$ cat src/design/hsrg_pkg.sv
`timescale 1ns / 1ps

package hsrg_pkg;

    localparam int ROW_W      = 30;
    localparam int SIZE_W     = 11;
    localparam int DIMS_W     = 2;
    localparam int SHIFT_W    = 48;
    localparam int PLANE_W    = 2 * SIZE_W;
    localparam int TOTAL_W    = 3 * SIZE_W;
    localparam int SQ_W       = 2 * (SIZE_W + 1);
    localparam int NUM_SLOTS  = 7;
    localparam int CFG_IDX_W  = 3;
    localparam int CFG_DATA_W = SHIFT_W;

    localparam logic [CFG_IDX_W-1:0] REG_NUM_DIMS    = 3'd0;
    localparam logic [CFG_IDX_W-1:0] REG_SIZE_X      = 3'd1;
    localparam logic [CFG_IDX_W-1:0] REG_SIZE_Y      = 3'd2;
    localparam logic [CFG_IDX_W-1:0] REG_SIZE_Z      = 3'd3;
    localparam logic [CFG_IDX_W-1:0] REG_SHIFT_VALUE = 3'd4;

    localparam logic [2:0] SLOT_DIAG   = 3'd0;
    localparam logic [2:0] SLOT_X_LOW  = 3'd1;
    localparam logic [2:0] SLOT_X_HIGH = 3'd2;
    localparam logic [2:0] SLOT_Y_LOW  = 3'd3;
    localparam logic [2:0] SLOT_Y_HIGH = 3'd4;
    localparam logic [2:0] SLOT_Z_LOW  = 3'd5;
    localparam logic [2:0] SLOT_Z_HIGH = 3'd6;

    typedef struct packed {
        logic [DIMS_W-1:0]  num_dims;
        logic [SIZE_W-1:0]  size_x;
        logic [SIZE_W-1:0]  size_y;
        logic [SIZE_W-1:0]  size_z;
        logic [SHIFT_W-1:0] shift_value;
    } cfg_t;

    typedef struct packed {
        logic [ROW_W-1:0]     row;
        logic                 err;
        logic [NUM_SLOTS-1:0] mask;
        logic [SIZE_W-1:0]    sx;
        logic [PLANE_W-1:0]   plane;
    } task_t;

endpackage

$ cat src/design/hsrg_fifo.sv
`timescale 1ns / 1ps

module hsrg_fifo #(
    parameter int WIDTH = 8,
    parameter int DEPTH = 2
) (
    input  logic             clk,
    input  logic             rst_n,
    input  logic             push,
    input  logic [WIDTH-1:0] push_data,
    output logic             full,
    input  logic             pop,
    output logic [WIDTH-1:0] pop_data,
    output logic             empty
);

    localparam int AW = (DEPTH > 1) ? $clog2(DEPTH) : 1;

    logic [WIDTH-1:0] mem_reg [DEPTH];
    logic [AW-1:0]    wr_ptr_reg, wr_ptr_next;
    logic [AW-1:0]    rd_ptr_reg, rd_ptr_next;
    logic [AW:0]      count_reg, count_next;
    logic             do_push, do_pop;

    assign full     = (count_reg == (AW+1)'(DEPTH));
    assign empty    = (count_reg == '0);
    assign do_push  = push && !full;
    assign do_pop   = pop && !empty;
    assign pop_data = mem_reg[rd_ptr_reg];

    always_comb
    begin
        wr_ptr_next = wr_ptr_reg;
        rd_ptr_next = rd_ptr_reg;
        count_next  = count_reg;
        if (do_push)
        begin
            wr_ptr_next = (wr_ptr_reg == AW'(DEPTH - 1)) ? '0 : wr_ptr_reg + 1'b1;
        end
        if (do_pop)
        begin
            rd_ptr_next = (rd_ptr_reg == AW'(DEPTH - 1)) ? '0 : rd_ptr_reg + 1'b1;
        end
        if (do_push && !do_pop)
        begin
            count_next = count_reg + 1'b1;
        end
        else if (do_pop && !do_push)
        begin
            count_next = count_reg - 1'b1;
        end
    end

    always_ff @(posedge clk or negedge rst_n)
    begin
        if (!rst_n)
        begin
            wr_ptr_reg <= '0;
            rd_ptr_reg <= '0;
            count_reg  <= '0;
        end
        else
        begin
            wr_ptr_reg <= wr_ptr_next;
            rd_ptr_reg <= rd_ptr_next;
            count_reg  <= count_next;
        end
    end

    always_ff @(posedge clk)
    begin
        if (do_push)
        begin
            mem_reg[wr_ptr_reg] <= push_data;
        end
    end

endmodule

$ cat src/design/hsrg_front.sv
`timescale 1ns / 1ps

module hsrg_front #(
    parameter int MAX_AXIS_SIZE = 1024,
    parameter int VALUE_WIDTH   = 48,
    parameter int FRACTION_BITS = 16,
    parameter int TASK_W        = $bits(hsrg_pkg::task_t) + 4 * VALUE_WIDTH
) (
    input  logic                         clk,
    input  logic                         rst_n,
    input  hsrg_pkg::cfg_t               cfg,
    input  logic                         push,
    input  logic [hsrg_pkg::ROW_W-1:0]   row_index,
    output logic                         full,
    output logic                         task_push,
    output logic [TASK_W-1:0]            task_data,
    input  logic                         task_full
);

    localparam int CW = (VALUE_WIDTH > 54) ? VALUE_WIDTH : 54;
    localparam int SW = hsrg_pkg::SIZE_W;
    localparam int RW = hsrg_pkg::ROW_W;

    localparam logic [1:0] ST_IDLE = 2'd0;
    localparam logic [1:0] ST_DIV  = 2'd1;
    localparam logic [1:0] ST_PUSH = 2'd2;

    localparam logic [CW-1:0] SAT_HI = {{(CW-VALUE_WIDTH+1){1'b0}}, {(VALUE_WIDTH-1){1'b1}}};

    function automatic logic [VALUE_WIDTH-1:0] sat_val(input logic [CW-1:0] v);
        logic signed [CW-1:0] sv;
        logic [VALUE_WIDTH-1:0] res;
        sv = $signed(v);
        if (sv > $signed(SAT_HI))
        begin
            res = SAT_HI[VALUE_WIDTH-1:0];
        end
        else if (sv < $signed(~SAT_HI))
        begin
            res = ~SAT_HI[VALUE_WIDTH-1:0];
        end
        else
        begin
            res = v[VALUE_WIDTH-1:0];
        end
        return res;
    endfunction

    function automatic logic [SW-1:0] clamp(input logic [SW-1:0] s);
        logic [SW+1:0] lim;
        lim = (SW+2)'(MAX_AXIS_SIZE);
        return ({2'b00, s} > lim) ? SW'(MAX_AXIS_SIZE) : s;
    endfunction

    logic                 hold_valid_reg, hold_valid_next;
    logic [RW-1:0]        hold_row_reg;
    logic [1:0]           state_reg, state_next;
    logic [2:0]           cnt_reg, cnt_next;
    logic [31:0]          num_reg, num_next;
    logic [SW-1:0]        rem_reg, rem_next;
    logic [RW-1:0]        row_reg;
    logic [SW-1:0]        x_reg, y_reg, z_reg;

    logic [1:0]           dims_e;
    logic [SW-1:0]        sx_e, sy_e, sz_e;
    logic [SW-1:0]        divisor;
    logic [SW-1:0]        step_rem;
    logic [7:0]           step_q;
    logic [31:0]          q_full;
    logic                 load;

    logic [hsrg_pkg::SQ_W-1:0]    sq_x_reg, sq_y_reg, sq_z_reg;
    logic [hsrg_pkg::PLANE_W-1:0] plane_reg;
    logic [hsrg_pkg::TOTAL_W-1:0] total_reg;
    logic [CW-1:0]                sum_reg;
    logic [CW-1:0]                hx_w, hy_w, hz_w, shift_w;
    logic [VALUE_WIDTH-1:0]       diag_v_reg, hx_v_reg, hy_v_reg, hz_v_reg;
    logic [SW:0]                  sx1, sy1, sz1;

    hsrg_pkg::task_t              task_w;

    assign dims_e = (cfg.num_dims == 2'd0) ? 2'd1 : cfg.num_dims;
    assign sx_e   = clamp(cfg.size_x);
    assign sy_e   = (dims_e >= 2'd2) ? clamp(cfg.size_y) : SW'(1);
    assign sz_e   = (dims_e >= 2'd3) ? clamp(cfg.size_z) : SW'(1);

    assign full = hold_valid_reg;
    assign load = (state_reg == ST_IDLE) && hold_valid_reg;

    always_comb
    begin
        hold_valid_next = hold_valid_reg;
        if (load)
        begin
            hold_valid_next = 1'b0;
        end
        if (push && !hold_valid_reg)
        begin
            hold_valid_next = 1'b1;
        end
    end

    always_ff @(posedge clk or negedge rst_n)
    begin
        if (!rst_n)
        begin
            hold_valid_reg <= 1'b0;
        end
        else
        begin
            hold_valid_reg <= hold_valid_next;
        end
    end

    always_ff @(posedge clk)
    begin
        if (push && !hold_valid_reg)
        begin
            hold_row_reg <= row_index;
        end
    end

    // eight restoring division steps per cycle
    assign divisor = (cnt_reg < 3'd4) ? sx_e : sy_e;

    always_comb
    begin
        logic [SW:0]   t;
        logic [SW-1:0] r;
        r = rem_reg;
        step_q = '0;
        for (int i = 0; i < 8; i++)
        begin
            t = {r, num_reg[31-i]};
            if (t >= {1'b0, divisor})
            begin
                t = t - {1'b0, divisor};
                step_q[7-i] = 1'b1;
            end
            r = t[SW-1:0];
        end
        step_rem = r;
    end

    assign q_full = {num_reg[23:0], step_q};

    always_comb
    begin
        state_next = state_reg;
        cnt_next   = cnt_reg;
        num_next   = num_reg;
        rem_next   = rem_reg;
        case (state_reg)
            ST_IDLE:
            begin
                if (load)
                begin
                    num_next   = {2'b00, hold_row_reg};
                    rem_next   = '0;
                    cnt_next   = '0;
                    state_next = ST_DIV;
                end
            end
            ST_DIV:
            begin
                cnt_next = cnt_reg + 3'd1;
                if (cnt_reg == 3'd3)
                begin
                    num_next = {q_full[23:0], 8'h00};
                    rem_next = '0;
                end
                else
                begin
                    num_next = q_full;
                    rem_next = step_rem;
                end
                if (cnt_reg == 3'd6)
                begin
                    state_next = ST_PUSH;
                end
            end
            ST_PUSH:
            begin
                if (!task_full)
                begin
                    state_next = ST_IDLE;
                end
            end
            default:
            begin
                state_next = ST_IDLE;
            end
        endcase
    end

    always_ff @(posedge clk or negedge rst_n)
    begin
        if (!rst_n)
        begin
            state_reg <= ST_IDLE;
            cnt_reg   <= '0;
        end
        else
        begin
            state_reg <= state_next;
            cnt_reg   <= cnt_next;
        end
    end

    always_ff @(posedge clk)
    begin
        num_reg <= num_next;
        rem_reg <= rem_next;
        if (load)
        begin
            row_reg <= hold_row_reg;
        end
        if (state_reg == ST_DIV && cnt_reg == 3'd3)
        begin
            x_reg <= step_rem;
        end
        if (state_reg == ST_DIV && cnt_reg == 3'd6)
        begin
            y_reg <= step_rem;
            z_reg <= q_full[SW-1:0];
        end
    end

    // geometry and values follow the static configuration
    assign sx1 = {1'b0, sx_e} + 1'b1;
    assign sy1 = {1'b0, cfg.size_y > 11'd0 ? clamp(cfg.size_y) : 11'd0} + 1'b1;
    assign sz1 = {1'b0, clamp(cfg.size_z)} + 1'b1;

    assign hx_w    = {{(CW-hsrg_pkg::SQ_W){1'b0}}, sq_x_reg} << FRACTION_BITS;
    assign hy_w    = {{(CW-hsrg_pkg::SQ_W){1'b0}}, sq_y_reg} << FRACTION_BITS;
    assign hz_w    = {{(CW-hsrg_pkg::SQ_W){1'b0}}, sq_z_reg} << FRACTION_BITS;
    assign shift_w = {{(CW-hsrg_pkg::SHIFT_W){cfg.shift_value[hsrg_pkg::SHIFT_W-1]}},
                      cfg.shift_value};

    always_ff @(posedge clk)
    begin
        sq_x_reg   <= sx1 * sx1;
        sq_y_reg   <= (dims_e >= 2'd2) ? sy1 * sy1 : '0;
        sq_z_reg   <= (dims_e >= 2'd3) ? sz1 * sz1 : '0;
        plane_reg  <= sx_e * sy_e;
        total_reg  <= plane_reg * sz_e;
        sum_reg    <= hx_w + hy_w + hz_w;
        diag_v_reg <= sat_val((sum_reg << 1) - shift_w);
        hx_v_reg   <= sat_val(CW'(0) - hx_w);
        hy_v_reg   <= sat_val(CW'(0) - hy_w);
        hz_v_reg   <= sat_val(CW'(0) - hz_w);
    end

    always_comb
    begin
        task_w.row   = row_reg;
        task_w.err   = (total_reg == '0) || ({3'b000, row_reg} >= total_reg);
        task_w.sx    = sx_e;
        task_w.plane = plane_reg;
        if (task_w.err)
        begin
            task_w.mask = 7'b0000001;
        end
        else
        begin
            task_w.mask[hsrg_pkg::SLOT_DIAG]   = 1'b1;
            task_w.mask[hsrg_pkg::SLOT_X_LOW]  = (x_reg != '0);
            task_w.mask[hsrg_pkg::SLOT_X_HIGH] = (x_reg != sx_e - 1'b1);
            task_w.mask[hsrg_pkg::SLOT_Y_LOW]  = (dims_e >= 2'd2) && (y_reg != '0);
            task_w.mask[hsrg_pkg::SLOT_Y_HIGH] = (dims_e >= 2'd2) && (y_reg != sy_e - 1'b1);
            task_w.mask[hsrg_pkg::SLOT_Z_LOW]  = (dims_e >= 2'd3) && (z_reg != '0);
            task_w.mask[hsrg_pkg::SLOT_Z_HIGH] = (dims_e >= 2'd3) && (z_reg != sz_e - 1'b1);
        end
    end

    assign task_push = (state_reg == ST_PUSH);
    assign task_data = {task_w, diag_v_reg, hx_v_reg, hy_v_reg, hz_v_reg};

endmodule

$ cat src/design/hsrg_back.sv
`timescale 1ns / 1ps

module hsrg_back #(
    parameter int VALUE_WIDTH = 48,
    parameter int TASK_W      = $bits(hsrg_pkg::task_t) + 4 * VALUE_WIDTH,
    parameter int OUT_W       = hsrg_pkg::ROW_W + VALUE_WIDTH + 2
) (
    input  logic              clk,
    input  logic              rst_n,
    input  logic              task_empty,
    input  logic [TASK_W-1:0] task_data,
    output logic              task_pop,
    output logic              out_push,
    output logic [OUT_W-1:0]  out_data,
    input  logic              out_full
);

    localparam int RW = hsrg_pkg::ROW_W;
    localparam int NS = hsrg_pkg::NUM_SLOTS;

    hsrg_pkg::task_t          task_reg, task_in;
    logic [VALUE_WIDTH-1:0]   diag_reg, hx_reg, hy_reg, hz_reg;
    logic [VALUE_WIDTH-1:0]   diag_in, hx_in, hy_in, hz_in;
    logic [NS-1:0]            rem_reg, rem_next;
    logic                     busy_reg, busy_next;
    logic [2:0]               slot;
    logic [NS-1:0]            rem_after;
    logic                     emit, last;
    logic [RW-1:0]            col;
    logic [VALUE_WIDTH-1:0]   val;

    assign {task_in, diag_in, hx_in, hy_in, hz_in} = task_data;

    always_comb
    begin
        slot = hsrg_pkg::SLOT_Z_HIGH;
        for (int i = NS - 1; i >= 0; i--)
        begin
            if (rem_reg[i])
            begin
                slot = 3'(i);
            end
        end
    end

    assign rem_after = rem_reg & ~(NS'(1) << slot);
    assign last      = (rem_after == '0);
    assign emit      = busy_reg && !out_full;
    assign task_pop  = !task_empty && (!busy_reg || (emit && last));

    always_comb
    begin
        col = task_reg.row;
        val = diag_reg;
        case (slot)
            hsrg_pkg::SLOT_DIAG:
            begin
                col = task_reg.row;
                val = diag_reg;
            end
            hsrg_pkg::SLOT_X_LOW:
            begin
                col = task_reg.row - 1'b1;
                val = hx_reg;
            end
            hsrg_pkg::SLOT_X_HIGH:
            begin
                col = task_reg.row + 1'b1;
                val = hx_reg;
            end
            hsrg_pkg::SLOT_Y_LOW:
            begin
                col = task_reg.row - RW'(task_reg.sx);
                val = hy_reg;
            end
            hsrg_pkg::SLOT_Y_HIGH:
            begin
                col = task_reg.row + RW'(task_reg.sx);
                val = hy_reg;
            end
            hsrg_pkg::SLOT_Z_LOW:
            begin
                col = task_reg.row - RW'(task_reg.plane);
                val = hz_reg;
            end
            hsrg_pkg::SLOT_Z_HIGH:
            begin
                col = task_reg.row + RW'(task_reg.plane);
                val = hz_reg;
            end
            default:
            begin
                col = task_reg.row;
                val = diag_reg;
            end
        endcase
        if (task_reg.err)
        begin
            col = '0;
            val = '0;
        end
    end

    assign out_push = emit;
    assign out_data = {col, val, last, task_reg.err};

    always_comb
    begin
        busy_next = busy_reg;
        rem_next  = rem_reg;
        if (emit)
        begin
            rem_next  = rem_after;
            busy_next = !last;
        end
        if (task_pop)
        begin
            rem_next  = task_in.mask;
            busy_next = 1'b1;
        end
    end

    always_ff @(posedge clk or negedge rst_n)
    begin
        if (!rst_n)
        begin
            busy_reg <= 1'b0;
            rem_reg  <= '0;
        end
        else
        begin
            busy_reg <= busy_next;
            rem_reg  <= rem_next;
        end
    end

    always_ff @(posedge clk)
    begin
        if (task_pop)
        begin
            task_reg <= task_in;
            diag_reg <= diag_in;
            hx_reg   <= hx_in;
            hy_reg   <= hy_in;
            hz_reg   <= hz_in;
        end
    end

endmodule

$ cat src/design/helmholtz_stencil_row_generator.sv
`timescale 1ns / 1ps

// Stencil row generator for the shifted finite-difference Helmholtz operator.
// Input channel: push a row_index while full is low. Result channel: while
// empty is low the oldest word (column_index, entry_value, last_entry,
// row_out_of_range) is shown; pop takes it. A row yields one word per
// nonzero in the order diagonal, x-1, x+1, y-1, y+1, z-1, z+1, with
// last_entry on the final one; a row beyond the grid yields one error word.
// The front splits the row into coordinates with a shared divider that
// retires eight quotient bits a cycle: row / size_x gives x, and that
// quotient / size_y gives y and z. A hold register takes the next row while
// the last is divided. The back emits one word per cycle while the output
// queue has room; a two-entry queue lets the two run apart. Configuration
// is written through cfg_write/cfg_index/cfg_data, by the user only while
// the block is idle; the block itself does not enforce this. Reset empties all
// queues and loads num_dims=1, sizes 1, shift 0. When the receiver stalls,
// words back up in the output and middle queues and full rises once the
// front has nowhere to put its next row.
module helmholtz_stencil_row_generator #(
    parameter int MAX_AXIS_SIZE = 1024,
    parameter int VALUE_WIDTH   = 48,
    parameter int FRACTION_BITS = 16
) (
    input  logic                                clk,
    input  logic                                rst_n,
    input  logic                                cfg_write,
    input  logic [hsrg_pkg::CFG_IDX_W-1:0]      cfg_index,
    input  logic [hsrg_pkg::CFG_DATA_W-1:0]     cfg_data,
    input  logic                                push,
    output logic                                full,
    input  logic [hsrg_pkg::ROW_W-1:0]          row_index,
    output logic                                empty,
    input  logic                                pop,
    output logic [hsrg_pkg::ROW_W-1:0]          column_index,
    output logic signed [VALUE_WIDTH-1:0]       entry_value,
    output logic                                last_entry,
    output logic                                row_out_of_range
);

    localparam int TASK_W = $bits(hsrg_pkg::task_t) + 4 * VALUE_WIDTH;
    localparam int OUT_W  = hsrg_pkg::ROW_W + VALUE_WIDTH + 2;

    hsrg_pkg::cfg_t     cfg_reg;
    logic               task_push, task_full, task_pop, task_empty;
    logic [TASK_W-1:0]  task_wdata, task_rdata;
    logic               out_push, out_full;
    logic [OUT_W-1:0]   out_wdata, out_rdata;

    always_ff @(posedge clk or negedge rst_n)
    begin
        if (!rst_n)
        begin
            cfg_reg.num_dims    <= 2'd1;
            cfg_reg.size_x      <= 11'd1;
            cfg_reg.size_y      <= 11'd1;
            cfg_reg.size_z      <= 11'd1;
            cfg_reg.shift_value <= '0;
        end
        else if (cfg_write)
        begin
            case (cfg_index)
                hsrg_pkg::REG_NUM_DIMS:    cfg_reg.num_dims    <= cfg_data[1:0];
                hsrg_pkg::REG_SIZE_X:      cfg_reg.size_x      <= cfg_data[10:0];
                hsrg_pkg::REG_SIZE_Y:      cfg_reg.size_y      <= cfg_data[10:0];
                hsrg_pkg::REG_SIZE_Z:      cfg_reg.size_z      <= cfg_data[10:0];
                hsrg_pkg::REG_SHIFT_VALUE: cfg_reg.shift_value <= cfg_data;
                default:
                begin
                end
            endcase
        end
    end

    hsrg_front #(
        .MAX_AXIS_SIZE (MAX_AXIS_SIZE),
        .VALUE_WIDTH   (VALUE_WIDTH),
        .FRACTION_BITS (FRACTION_BITS),
        .TASK_W        (TASK_W)
    ) u_front (
        .clk       (clk),
        .rst_n     (rst_n),
        .cfg       (cfg_reg),
        .push      (push),
        .row_index (row_index),
        .full      (full),
        .task_push (task_push),
        .task_data (task_wdata),
        .task_full (task_full)
    );

    hsrg_fifo #(
        .WIDTH (TASK_W),
        .DEPTH (2)
    ) u_task_q (
        .clk       (clk),
        .rst_n     (rst_n),
        .push      (task_push),
        .push_data (task_wdata),
        .full      (task_full),
        .pop       (task_pop),
        .pop_data  (task_rdata),
        .empty     (task_empty)
    );

    hsrg_back #(
        .VALUE_WIDTH (VALUE_WIDTH),
        .TASK_W      (TASK_W),
        .OUT_W       (OUT_W)
    ) u_back (
        .clk        (clk),
        .rst_n      (rst_n),
        .task_empty (task_empty),
        .task_data  (task_rdata),
        .task_pop   (task_pop),
        .out_push   (out_push),
        .out_data   (out_wdata),
        .out_full   (out_full)
    );

    hsrg_fifo #(
        .WIDTH (OUT_W),
        .DEPTH (2)
    ) u_out_q (
        .clk       (clk),
        .rst_n     (rst_n),
        .push      (out_push),
        .push_data (out_wdata),
        .full      (out_full),
        .pop       (pop),
        .pop_data  (out_rdata),
        .empty     (empty)
    );

    assign {column_index, entry_value, last_entry, row_out_of_range} = out_rdata;

endmodule

$ cat config.mk
export PLATFORM = sky130hd
export DESIGN_NAME = helmholtz_stencil_row_generator
export DESIGN_NICKNAME = d
export VERILOG_FILES = /design/src/design/hsrg_pkg.sv /design/src/design/hsrg_fifo.sv /design/src/design/hsrg_front.sv /design/src/design/hsrg_back.sv /design/src/design/helmholtz_stencil_row_generator.sv
export SDC_FILE = /design/constraint.sdc
export NUM_CORES = 2
export LEC_CHECK = 0
export BUFFER_PORTS_ARGS = -buffer_cell sky130_fd_sc_hd__buf_2
export CAP_MARGIN = 15
export CORE_MARGIN = 2
export CORE_UTILIZATION = 60
export DETAILED_ROUTE_END_ITERATION = 8
export PLACE_DENSITY_LB_ADDON = 0.2
export SETUP_SLACK_MARGIN = 0.3
export SLEW_MARGIN = 20
export SYNTH_ARGS = -nofsm -noshare
export SYNTH_HDL_FRONTEND = slang
export SYNTH_SLANG_ARGS = --single-unit
$ cat constraint.sdc
create_clock -name clk -period 23.1 [get_ports clk]
set_input_delay 1.155 -clock clk [delete_from_list [all_inputs] [get_ports clk]]
set_output_delay 1.155 -clock clk [all_outputs]
set_load 0.01 [all_outputs]
==> summary.txt <==
Setup path
  – Worst Reg-to-Reg Cells: 100
  – Arr. time, crit path: 21.47 ns
  – Worst path most repeated cell: a21oi_1
  – Largest stage delay on the critical path: 0.51 ns
  – Crit end category: register
  – CP max stage cell: dfrtp_2
  – Startpoint Class: register
  – Critical Path Fanout Max: 15
  – CP required: 23.55 ns
  – Critical path type: register to register

Routing
  – Final ANT Viol Nets: 0
  – Detailed Routing Iterations Pass 1: 5
  – Via count: 49500
  – Drt via density: 5.79
  – First DRT Iteration DRCs: 4092
  – WL final: 185000 µm
  – DRC errors left: 0
  – Post-DR wirelength/cell: 21.6 µm

Clock network
  – Worst-Skew Late Latency: 0.78 ns
  – Max clock buf depth: 3
  – CTS tree: done
  – CTS buffer count: 119
  – CTS H-Tree Depth: 3
  – Worst-path clk slew: 0.07 ns
  – Root Buffer: clkbuf_16
  – Clock sinks: 1235

Yosys
  – Sequential area share after synthesis: 0.448
  – Synth area leaders: edfxtp_1 (34%), fa_1 (14%), ha_1 (8.5%)
  – Synth Register Bits: 1235
  – Mean Syn Cell Area: 11.5 µm²
  – Gate Count Post-Synth: 6592
  – Number of flops mapped to enable cells by yosys: 860
  – Most used DFF post-synth: edfxtp_1
  – Yosys top cell area share: 0.341
  – Post-synthesis async set-or-reset flop share: 0.0850
  – Ys Warns: 0
  – Synth area leader: edfxtp_1
  – Mapped Area: 75600 µm²
  – Post-synth cell types: 90

Finish
  – Reg area: 33900 µm²
  – Multi-input logic area: 38300 µm²
  – Fin nets: 7919
  – Area grow syn2layout: 9.58%
  – Diode count: 0
  – Largest register FFs: 380
  – Layout cells sized above 1: 0.129
  – Fillers: 9473

Global routing
  – Pin count of the biggest net entering global routing: 158
  – Global-route wire length before repair: 287000 µm
  – Overall Global Routing Usage: 0.288
  – Initial antenna violation count: 5
  – Vias in the first global route: 49800
  – GRT overflow: 0

Placement
  – I/O Buffers: 167
  – DP HPWL: 138000 µm
  – GP Congestion: 0.925
  – DP Worst Slack: 1.06 ns

Run status
  – Status: finished clean

STA
  – Pins over their slew limit: 0
  – Fin crit share: 0.910
  – Setup TNS: 0 ns
  – Minimum clock period: 21.02 ns
  – Slew headroom: 0.303
  – RSZ-0062 raised after global routing: no
  – Final WS setup: 2.08 ns
  – Clock skew: 0.0966 ns
  – Actual slew at the worst max-slew pin: 1.03 ns
  – Setup Viol. Count Final: 0
  – Final hold vios: 0
  – Maximum clock rate: 47.6 MHz

Floorplan
  – Row Count: 130
  – Die height: 359 µm
  – IO Count: 168
  – Core area: 125000 µm²
  – Full die area: 129000 µm²
  – Initial Util: 0.603
  – Die width: 359 µm

Worst hold path
  – Hold Crit Class: register to register
  – Hold depth: 0

Job
  – MaxCap Viol Count: 0
## metrics by stage
step	cell area, µm²	instances	hold slack (ns)	util
after floorplan	75900	6652	0.387	-
after global placement	78500	8313	0.404	0.626
after detailed placement	78500	8313	0.410	0.626
after CTS	82700	8541	0.421	0.660
after global routing	82900	8550	0.432	0.661
final	82900	8550	0.423	0.661
## kinds of logic (layout without fill, tap and decap cells)
logic type	Yosys count	in the layout	share of synthesized area
mux	386	386	0.0573
other cells	2	62	0.0000993
simple gates	1634	1634	0.102
fa+ha+maj	1043	1043	0.225
xor+xnor	372	372	0.0431
buf+inv	1008	1256	0.0506
flops	1235	1235	0.448
compound gates	912	912	0.0748
## worst paths after layout
path                                                  to                  start  slack, ns
worst max-delay path                  u_front.rem_reg[4]            cfg_reg[69]       2.08
worst max register to register        u_front.rem_reg[4]            cfg_reg[69]       2.08
worst min register to register  u_task_q.mem_reg[0][153]  u_front.diag_v_reg[9]       0.42
max in group asynchronous             u_front.cnt_reg[2]                  rst_n      21.11
worst min-delay path            u_task_q.mem_reg[0][153]  u_front.diag_v_reg[9]       0.42
min in group asynchronous                    cfg_reg[45]                  rst_n       0.48
## placed cells by master, fill, tap and decap left out, types with 73 or more instances in the layout
| cell type | n |
|---|---|
| inv_1 | 773 |
| and2_1 | 118 |
| edfxtp_1 | 860 |
| buf_2 | 166 |
| dfxtp_1 | 270 |
| and3_1 | 75 |
| xor2_1 | 130 |
| xnor2_1 | 241 |
| nor2_1 | 408 |
| dfrtp_1 | 95 |
| nand2_1 | 569 |
| clkbuf_16 | 130 |
| mux2_2 | 350 |
| a21oi_1 | 232 |
| buf_4 | 73 |
| fa_1 | 526 |
| o21ai_0 | 294 |
| ha_1 | 514 |
## per-layer routing
| metal | wire length (µm) | GRT usage |
|---|---|---|
| met1 | 82300 | 0.420 |
| met3 | 14400 | 0.0511 |
| met2 | 84100 | 0.451 |
| met4 | 4160 | 0.0735 |
| met5 | 13 | 0 |
## synth_stat cells, types with 19 or more instances
master,instances
a221oi_1,51
and2_1,123
mux2i_1,32
nor3_1,71
dfxtp_1,270
nor2b_1,56
a31oi_1,27
or3_1,32
clkbuf_1,202
dfrtp_1,101
inv_1,775
nand2b_1,70
nand2_1,571
nor2_1,415
or2_2,19
xor2_1,130
edfxtp_1,860
nand4_1,34
o21a_1,29
a21o_1,60
o21ai_0,297
nand3_1,62
mux2_2,350
and3_1,76
a21oi_1,238
o211ai_1,20
fa_1,526
nor4_1,52
xnor2_1,242
o21bai_1,35
ha_1,514
a21boi_0,33
## cell type report
class                           count  share of cell area
Clock inverter                     49             0.00655
Tap cell                         1650              0.0249
Timing Repair Buffer              242              0.0174
Multi-Input combinational cell   4409               0.463
Inverter                          786              0.0357
Sequential cell                  1235               0.409
Clock buffer                      179              0.0440
## worst max-delay path, delay by kind of cell (launching register included)
| family | cells | cell delay (ns) |
|---|---|---|
| AO/OA/AOI/OAI | 51 | 9.62 |
| adder cells (fa/ha/maj) | 10 | 3.38 |
| AND/OR/NAND/NOR | 23 | 3.28 |
| multiplexers | 7 | 2.62 |
| buffers and inverters | 9 | 1.31 |
| flip-flops | 1 | 0.51 |
## what timing repair did
action                                  CTS  global route
endpoints found under the setup margin    0            36
hold buffers                              0             0
setup buffers                             0             9
resized for setup                         0            29
Power is left out: the tool's default activity adds up to more than one toggle a clock period on the data nets, which glitch-free logic cannot reach.
